==> config.mk <==
export PLATFORM = sky130hd
export DESIGN_NAME = annexb_to_length_prefixed_nal_top
export DESIGN_NICKNAME = d
export VERILOG_FILES = /design/src/rtl/core/anb2lp_pkg.sv /design/src/rtl/core/anb2lp_step.sv /design/src/rtl/core/anb2lp_fifo.sv /design/src/rtl/core/annexb_to_length_prefixed_nal_top.sv
export SDC_FILE = /design/constraint.sdc
export NUM_CORES = 2
export LEC_CHECK = 0
export BUFFER_PORTS_ARGS = -buffer_cell sky130_fd_sc_hd__buf_2
export CORE_AREA = 2 2 410 412
export DETAILED_ROUTE_END_ITERATION = 16
export DIE_AREA = 0 0 412 414
export GPL_ROUTABILITY_DRIVEN = 1
export PLACE_DENSITY_LB_ADDON = 0.12
export SYNTH_ARGS = -nofsm -noshare
export SYNTH_HDL_FRONTEND = slang
export SYNTH_HIERARCHICAL = 1
export SYNTH_SLANG_ARGS = --single-unit
==> constraint.sdc <==
create_clock -name clk -period 17.95 [get_ports clk]
set_input_delay 1.795 -clock clk [delete_from_list [all_inputs] [get_ports clk]]
set_output_delay 1.795 -clock clk [all_outputs]
set_load 0.02 [all_outputs]
==> src/rtl/core/anb2lp_pkg.sv <==
// shared constants, record type and helpers for the annex b to length-prefixed converter
package anb2lp_pkg;

    localparam int ADDR_W      = 48;
    localparam int LEN_W       = 32;
    localparam int TOTAL_W     = 48;
    localparam int BYTE_W      = 8;
    localparam int LEN_BYTES   = 4;
    localparam int MAX_RECS    = 3;
    localparam int PUSH_W      = $clog2(MAX_RECS + 1);
    localparam int FIFO_DEPTH  = 4;
    localparam int FIFO_AW     = $clog2(FIFO_DEPTH);
    localparam int FIFO_CW     = $clog2(FIFO_DEPTH + 1);
    localparam int USER_W      = 3;
    localparam int DATA_W      = ADDR_W + 2 * LEN_W + TOTAL_W;

    localparam logic [LEN_W-1:0]   LEN_MAX     = '1;
    localparam logic [ADDR_W-1:0]  BASE_RESET  = ADDR_W'(16);
    localparam logic [BYTE_W-1:0]  START_BYTE  = BYTE_W'(1);

    typedef enum logic [1:0] {
        KIND_PAYLOAD  = 2'd0,
        KIND_ZERO_RUN = 2'd1,
        KIND_LENGTH   = 2'd2
    } kind_t;

    typedef struct packed {
        kind_t               kind;
        logic [ADDR_W-1:0]   addr;
        logic [LEN_W-1:0]    value;
        logic [LEN_W-1:0]    run_count;
        logic [TOTAL_W-1:0]  total;
        logic                done;
        logic                last;
    } record_t;

    function automatic record_t make_rec(kind_t k, logic [ADDR_W-1:0] a, logic [LEN_W-1:0] v,
                                         logic [LEN_W-1:0] r, logic [TOTAL_W-1:0] t);
        record_t rec;
        rec.kind      = k;
        rec.addr      = a;
        rec.value     = v;
        rec.run_count = r;
        rec.total     = t;
        rec.done      = 1'b0;
        rec.last      = 1'b0;
        return rec;
    endfunction

endpackage

==> src/rtl/core/anb2lp_step.sv <==
// per-word parser state and record generation for one input byte
module anb2lp_step (
    input  logic                                   clk,
    input  logic                                   rst_n,
    input  logic                                   in_accept,
    input  logic [anb2lp_pkg::BYTE_W-1:0]          data_byte,
    input  logic                                   end_of_unit,
    input  logic                                   cfg_we,
    input  logic [anb2lp_pkg::ADDR_W-1:0]          cfg_data,
    output anb2lp_pkg::record_t [anb2lp_pkg::MAX_RECS-1:0] recs,
    output logic [anb2lp_pkg::PUSH_W-1:0]          push_n
);
    import anb2lp_pkg::*;

    logic [LEN_W-1:0]    zr_reg,   zr_next;
    logic                nal_reg,  nal_next;
    logic [ADDR_W-1:0]   addr_reg, addr_next;
    logic [ADDR_W-1:0]   lfa_reg,  lfa_next;
    logic [LEN_W-1:0]    len_reg,  len_next;
    logic [TOTAL_W-1:0]  ub_reg,   ub_next;

    logic                is_zero;
    logic                start_code;
    logic [LEN_W-1:0]    zr_inc;
    logic [LEN_W-1:0]    fz;
    logic [ADDR_W-1:0]   addr_flush;
    logic [ADDR_W-1:0]   addr_byte;
    logic [TOTAL_W-1:0]  ub_flush;
    logic [TOTAL_W-1:0]  ub_byte;
    logic [LEN_W:0]      len_sum;
    logic [LEN_W-1:0]    len1;
    logic [LEN_W-1:0]    len2;

    assign is_zero    = (data_byte == '0);
    assign start_code = (data_byte == START_BYTE) && (zr_reg >= LEN_W'(2));
    assign zr_inc     = (zr_reg == LEN_MAX) ? zr_reg : zr_reg + LEN_W'(1);
    assign fz         = is_zero ? zr_inc : zr_reg;
    assign addr_flush = addr_reg + ADDR_W'(fz);
    assign addr_byte  = addr_flush + ADDR_W'(1);
    assign ub_flush   = ub_reg + TOTAL_W'(fz);
    assign ub_byte    = ub_flush + TOTAL_W'(1);
    assign len_sum    = {1'b0, len_reg} + {1'b0, fz};
    assign len1       = len_sum[LEN_W] ? LEN_MAX : len_sum[LEN_W-1:0];
    assign len2       = (len1 == LEN_MAX) ? LEN_MAX : len1 + LEN_W'(1);

    // records for this byte, packed from slot 0
    always_comb
    begin
        recs   = '0;
        push_n = '0;
        if (start_code)
        begin
            if (nal_reg)
            begin
                recs[0] = make_rec(KIND_LENGTH, lfa_reg, len_reg, '0, ub_reg);
                push_n  = PUSH_W'(1);
            end
        end
        else if (is_zero)
        begin
            if (end_of_unit && nal_reg)
            begin
                recs[0] = make_rec(KIND_ZERO_RUN, addr_reg, '0, fz, ub_flush);
                recs[1] = make_rec(KIND_LENGTH, lfa_reg, len1, '0, ub_flush);
                push_n  = PUSH_W'(2);
            end
        end
        else if (nal_reg)
        begin
            if (zr_reg != '0)
            begin
                recs[push_n] = make_rec(KIND_ZERO_RUN, addr_reg, '0, zr_reg, ub_flush);
                push_n       = push_n + PUSH_W'(1);
            end
            recs[push_n] = make_rec(KIND_PAYLOAD, addr_flush, LEN_W'(data_byte), '0, ub_byte);
            push_n       = push_n + PUSH_W'(1);
            if (end_of_unit)
            begin
                recs[push_n] = make_rec(KIND_LENGTH, lfa_reg, len2, '0, ub_byte);
                push_n       = push_n + PUSH_W'(1);
            end
        end
        if (push_n != '0)
        begin
            recs[push_n - PUSH_W'(1)].last = 1'b1;
            recs[push_n - PUSH_W'(1)].done = end_of_unit;
        end
    end

    always_comb
    begin
        zr_next   = zr_reg;
        nal_next  = nal_reg;
        addr_next = addr_reg;
        lfa_next  = lfa_reg;
        len_next  = len_reg;
        ub_next   = ub_reg;
        if (start_code)
        begin
            zr_next  = '0;
            nal_next = 1'b0;
            if (!end_of_unit)
            begin
                lfa_next  = addr_reg;
                addr_next = addr_reg + ADDR_W'(LEN_BYTES);
                ub_next   = ub_reg + TOTAL_W'(LEN_BYTES);
                len_next  = '0;
                nal_next  = 1'b1;
            end
        end
        else if (is_zero)
        begin
            zr_next = zr_inc;
            if (end_of_unit && nal_reg)
            begin
                addr_next = addr_flush;
                ub_next   = ub_flush;
                len_next  = len1;
            end
        end
        else
        begin
            zr_next = '0;
            if (nal_reg)
            begin
                addr_next = addr_byte;
                ub_next   = ub_byte;
                len_next  = len2;
            end
        end
        if (end_of_unit)
        begin
            zr_next  = '0;
            nal_next = 1'b0;
            ub_next  = '0;
        end
    end

    always_ff @(posedge clk or negedge rst_n)
    begin
        if (!rst_n)
        begin
            zr_reg   <= '0;
            nal_reg  <= 1'b0;
            addr_reg <= BASE_RESET;
            lfa_reg  <= '0;
            len_reg  <= '0;
            ub_reg   <= '0;
        end
        else if (cfg_we)
        begin
            addr_reg <= cfg_data;
        end
        else if (in_accept)
        begin
            zr_reg   <= zr_next;
            nal_reg  <= nal_next;
            addr_reg <= addr_next;
            lfa_reg  <= lfa_next;
            len_reg  <= len_next;
            ub_reg   <= ub_next;
        end
    end

    a_start_clears_run: assert property (@(posedge clk) disable iff (!rst_n)
        (in_accept && !cfg_we && start_code) |=> (zr_reg == '0))
        else $error("zero run not cleared after start code");

    a_eou_clears_unit: assert property (@(posedge clk) disable iff (!rst_n)
        (in_accept && !cfg_we && end_of_unit) |=> (!nal_reg && ub_reg == '0))
        else $error("unit state not cleared at end of unit");

    a_no_rec_outside_nal: assert property (@(posedge clk) disable iff (!rst_n)
        (in_accept && !nal_reg) |-> (push_n == '0))
        else $error("record produced with no open nal");

endmodule

==> src/rtl/core/anb2lp_fifo.sv <==
// record queue that takes up to three records a cycle and gives one while the sink is ready
module anb2lp_fifo (
    input  logic                                   clk,
    input  logic                                   rst_n,
    input  anb2lp_pkg::record_t [anb2lp_pkg::MAX_RECS-1:0] recs,
    input  logic [anb2lp_pkg::PUSH_W-1:0]          push_n,
    output logic                                   room,
    output logic                                   out_valid,
    input  logic                                   out_ready,
    output anb2lp_pkg::record_t                    out_rec
);
    import anb2lp_pkg::*;

    record_t             mem_reg [FIFO_DEPTH];
    logic [FIFO_AW-1:0]  wptr_reg, wptr_next;
    logic [FIFO_AW-1:0]  rptr_reg, rptr_next;
    logic [FIFO_CW-1:0]  count_reg, count_next;
    logic                pop;

    assign out_valid = (count_reg != '0);
    assign out_rec   = mem_reg[rptr_reg];
    assign pop       = out_valid && out_ready;
    // room for a full set of records whatever the sink does
    assign room      = (count_reg <= FIFO_CW'(FIFO_DEPTH - MAX_RECS));

    assign wptr_next  = wptr_reg + FIFO_AW'(push_n);
    assign rptr_next  = rptr_reg + FIFO_AW'(pop);
    assign count_next = count_reg + FIFO_CW'(push_n) - FIFO_CW'(pop);

    always_ff @(posedge clk)
    begin
        for (int i = 0; i < MAX_RECS; i++)
        begin
            if (PUSH_W'(i) < push_n)
            begin
                mem_reg[wptr_reg + FIFO_AW'(i)] <= recs[i];
            end
        end
    end

    always_ff @(posedge clk or negedge rst_n)
    begin
        if (!rst_n)
        begin
            wptr_reg  <= '0;
            rptr_reg  <= '0;
            count_reg <= '0;
        end
        else
        begin
            wptr_reg  <= wptr_next;
            rptr_reg  <= rptr_next;
            count_reg <= count_next;
        end
    end

    a_no_overflow: assert property (@(posedge clk) disable iff (!rst_n)
        count_reg <= FIFO_CW'(FIFO_DEPTH))
        else $error("record queue overflow");

    a_push_needs_room: assert property (@(posedge clk) disable iff (!rst_n)
        (push_n != '0) |-> room)
        else $error("records pushed without room");

    a_done_is_last: assert property (@(posedge clk) disable iff (!rst_n)
        (out_valid && out_rec.done) |-> out_rec.last)
        else $error("unit end on a record that is not the last of its word");

    a_drain: assert property (@(posedge clk) disable iff (!rst_n)
        (pop && count_reg == FIFO_CW'(1) && push_n == '0) |=> !out_valid)
        else $error("queue not empty after last record taken");

endmodule

==> src/rtl/core/annexb_to_length_prefixed_nal_top.sv <==
// top level: annex b byte stream in, length-prefixed nal write records out
// output: each record is registered in the record queue before the master side sees it
// throughput: one byte a cycle while each byte makes at most one record and the
//   master side is ready; a byte making two or three records holds the next byte back
//   until the one-record-per-cycle output has drained the four-entry record queue to one record
// reset: queue empty, parser outside any nal, output address at 16
module annexb_to_length_prefixed_nal_top (
    input  logic                                clk,
    input  logic                                rst_n,
    input  logic                                s_tvalid,
    output logic                                s_tready,
    input  logic [anb2lp_pkg::BYTE_W-1:0]       s_tdata,   // data_byte
    input  logic                                s_tlast,   // end_of_unit
    output logic                                m_tvalid,
    input  logic                                m_tready,
    output logic [anb2lp_pkg::DATA_W-1:0]       m_tdata,   // write_address, value, run_count, unit_total
    output logic [anb2lp_pkg::USER_W-1:0]       m_tuser,   // record_kind, unit_done
    output logic                                m_tlast,   // last_of_run
    input  logic                                cfg_valid,
    output logic                                cfg_ready,
    input  logic [anb2lp_pkg::ADDR_W-1:0]       cfg_data   // base_offset
);
    import anb2lp_pkg::*;

    record_t [MAX_RECS-1:0]  recs;
    logic [PUSH_W-1:0]       push_cnt;
    logic [PUSH_W-1:0]       push_n;
    logic                    room;
    logic                    in_accept;
    record_t                 out_rec;

    assign cfg_ready = 1'b1;
    // a register write takes the cycle, no byte alongside it
    assign s_tready  = room && !cfg_valid;
    assign in_accept = s_tvalid && s_tready;
    assign push_n    = in_accept ? push_cnt : '0;

    anb2lp_step u_step (
        .clk         (clk),
        .rst_n       (rst_n),
        .in_accept   (in_accept),
        .data_byte   (s_tdata),
        .end_of_unit (s_tlast),
        .cfg_we      (cfg_valid && cfg_ready),
        .cfg_data    (cfg_data),
        .recs        (recs),
        .push_n      (push_cnt)
    );

    anb2lp_fifo u_fifo (
        .clk       (clk),
        .rst_n     (rst_n),
        .recs      (recs),
        .push_n    (push_n),
        .room      (room),
        .out_valid (m_tvalid),
        .out_ready (m_tready),
        .out_rec   (out_rec)
    );

    assign m_tdata = {out_rec.total, out_rec.run_count, out_rec.value, out_rec.addr};
    assign m_tuser = {out_rec.done, out_rec.kind};
    assign m_tlast = out_rec.last;

endmodule
==> flow_summary.json <==
{
  "outcome": "finished clean",
  "grt_start_max_net_pins": 149,
  "grt-ovfl-total": 0,
  "cap_viol_max_count": 0,
  "rows": 150,
  "max_freq_ghz": 0.100,
  "synth_xor_area_share_pct": 3.99,
  "largest_reg_flops": 656,
  "clkPwrFrac_pct": 40.0,
  "cts_max_path_buffers": 3,
  "ff2ff_path_depth": 33,
  "drive_gt1_share_pct": 10.9,
  "crit_required_ns": 18.39,
  "synth_top_family_by_area": "simple AND/OR/NAND/NOR gates",
  "max_stage_delay_ns": 0.81,
  "yosys.area.top_type_share_pct": 29.9,
  "place_area_sq_mm": 0.0679,
  "synth.area.top_cells": "edfxtp_1 (30%), nand2_1 (11%), dfrtp_1 (8.2%)",
  "grt_pass1_wl_um": 393000,
  "async_flop_share_pct": 24.8,
  "clkSinkCount": 872,
  "die_y_um": 414,
  "cp-end-kind": "flop",
  "ant_nets": 0,
  "muxShareOfSynthArea_pct": 5.92,
  "yosys.area_share.simple_pct": 24.5,
  "core_sq_mm": 0.166,
  "synth_compound_area_share_pct": 19.4,
  "cts_buffers": 109,
  "cts.repair.resized": 0,
  "firstDrtPassIters": 9,
  "viasPerCell": 6.28,
  "synth_commonest_cells": "nand2_1 (1948), nor2_1 (1023), a31oi_1 (698)",
  "initial_utilization_pct": 39.7,
  "nFillCells": 16500,
  "die-area_sq_mm": 0.171,
  "p_leak_nw": 28.2,
  "synthesis.area_sq_mm": 0.0659,
  "slowest_stage": "nor3_1",
  "layout.nets": 7962,
  "ys_types": 135,
  "yosysWarnings": 6,
  "routabilityCongestion": 0.964,
  "drc": 0,
  "synth_most_common_cell": "nand2_1",
  "finalSetupViolCount": 0,
  "yosys_register_bits": 872,
  "htree_levels": 3,
  "hold_ws_ns": 0.517,
  "netlist_instances": 7980,
  "hold_class": "flop to flop",
  "num_io_pins": 229,
  "cts_hold_buffers": 0,
  "pwr-share-seq_pct": 39.9,
  "via_count": 63400,
  "hold_violations": 0,
  "syn_area_per_cell_sq_um": 8.26,
  "die_w_um": 412,
  "p_switching_w": 0.00179,
  "holdPathEnd": "u_fifo/count_reg[2]$_DFF_PN0_",
  "wirelength_um": 269000,
  "hold_start": "u_fifo/count_reg[2]$_DFF_PN0_",
  "tritoncts": "yes",
  "startpoint_type": "flop",
  "io_buffers": 227,
  "final_area_sq_mm": 0.0716,
  "synthToLayoutAreaGrowth_pct": 8.58,
  "antenna_found_initial": 9,
  "slew_headroom_pct": 20.7,
  "diodes": 0,
  "cts_root_buffer": "clkbuf_16",
  "synth-adder-area-share_pct": 2.25,
  "clkLatencyLatePin_ns": 0.77,
  "cp.arrival_ns": 10.43,
  "combPwrFrac_pct": 20.1,
  "r2r_end": "u_fifo/mem_reg[1][89]$_DFFE_PP_",
  "path_max_fanout": 61,
  "postCtsSetupRepairBufs": 0,
  "irDropWorstVdd_v": 0.000126,
  "dpl.hpwl_um": 173000,
  "wl_per_cell_um": 26.7,
  "seq_area_frac_synth_pct": 38.1,
  "synth_ff_type": "edfxtp_1",
  "grt_usage_pct": 30.5,
  "synth_edf_count": 656,
  "p_sw_share_pct": 31.3,
  "tightest_slew_ns": 1.18,
  "power_density_mw_per_mm2": 80.0,
  "p_int_w": 0.00394,
  "r2r-start": "u_step/zr_reg[0]$_DFFE_PN0P_",
  "regToRegSetupSlack_ns": 7.96,
  "synth_area_leader_cell": "edfxtp_1",
  "hold_depth": 1,
  "fin_crit_ns": 9.99,
  "finalPower_w": 0.00573,
  "grt_pass1_vias": 59500,
  "slew_violations": 0,
  "post-route-period-util_pct": 55.6,
  "crit_type": "flop to flop",
  "skew_ns": 0.0438,
  "final.setup.tns_ns": 0,
  "rsz0062_at_grt": "no",
  "cpMostUsedCell": "nand3_1",
  "drt-initial-drc-count": 7927,
  "clkTransAtPathRegs_ns": 0.06
}
[cells in the final DEF, fill, tap and decap left out, types with 27 or more instances in the layout]
master,count
nand2_1,1943
nor2_1,1017
a31oi_1,698
edfxtp_1,656
a21oi_1,324
o21ai_0,300
buf_2,224
dfrtp_1,212
xnor2_1,170
mux4_2,164
and3_1,141
nand3_1,138
buf_4,128
xor2_1,115
ha_1,112
clkbuf_16,109
nor3_1,101
inv_1,78
nand4_1,75
conb_1,67
a21o_1,62
a22o_1,61
o31ai_1,58
and2_1,47
nor4_1,43
o21a_1,43
a22oi_1,36
o22ai_1,33
a222oi_1,30
clkinv_2,29
or3_1,29
o221ai_1,29
a211oi_1,28
o211ai_1,28
nor2b_1,27
[cell type report]
cell class	count	area (sq um)	area share (%)
well taps	2204	2760	3.85
clock buffers	139	2930	4.09
flip-flops and latches	872	25100	35.1
multi-input cells	6358	37500	52.3
repair buffers	362	2280	3.18
inverters	81	304	0.425
clock inverters	69	754	1.05
[stage by stage]
stage,utilization [%],setup slack [ns],std cells
finish,43.1,7.96,10100
global route,43.1,7.30,10100
CTS,43.1,8.17,10100
detailed placement,40.8,7.83,9877
global placement,40.8,7.99,9877
floorplan,-,0.947,8045
[cell families (layout without fill, tap and decap cells)]
family / after synthesis / in the layout
compound gates: 1949 / 1949
xor+xnor: 296 / 296
fa+ha+maj: 116 / 116
buf+inv: 815 / 651
flops: 872 / 872
mux: 184 / 184
other cells: 2 / 67
simple gates: 3746 / 3746
[critical path, delay by kind of cell, from the launching register on]
family          cells  cell delay [ns]
compound gates      7             1.33
xor+xnor            1             0.75
fa+ha+maj           3             0.95
buf+inv             3             0.68
flops               1             0.46
simple gates       19             5.47
[worst max path at each step]
stage,start,to,slack (ns),cells past startpoint
after floorplan,s_tdata[4],u_fifo/mem_reg[0][0]$_DFFE_PP_,0.95,12
after global placement,s_tdata[4],u_fifo/mem_reg[2][86]$_DFFE_PP_,7.99,31
after detailed placement,s_tdata[4],u_fifo/mem_reg[2][86]$_DFFE_PP_,7.83,30
after CTS,u_step/zr_reg[0]$_DFFE_PN0P_,u_fifo/mem_reg[2][86]$_DFFE_PP_,8.17,32
after global routing,u_step/zr_reg[0]$_DFFE_PN0P_,u_fifo/mem_reg[0][86]$_DFFE_PP_,7.30,32
final,u_step/zr_reg[0]$_DFFE_PN0P_,u_fifo/mem_reg[1][89]$_DFFE_PP_,7.96,33
[routing by layer]
layer  track usage [%]  vias to the layer above  part of all wire [%]
li1                  -                    28400                     -
met4              12.4                        2                   4.1
met3              5.24                      537                   9.2
met2              47.5                     3322                    45
met1              41.8                    31100                    42
met5                 0                        -                0.0026
[power groups by stage]
stage / clock network [W] / logic (W) / registers (W)
5_1_grt: 0.00240 / 0.00123 / 0.00229
6_report: 0.00229 / 0.00115 / 0.00229
4_1_cts: 0.00233 / 0.00117 / 0.00228
3_5_place_dp: 0 / 0.00117 / 0.00232
2_1_floorplan: 0 / 0.000839 / 0.00224
3_3_place_gp: 0 / 0.00117 / 0.00232
(Power assumes the default switching activity.)
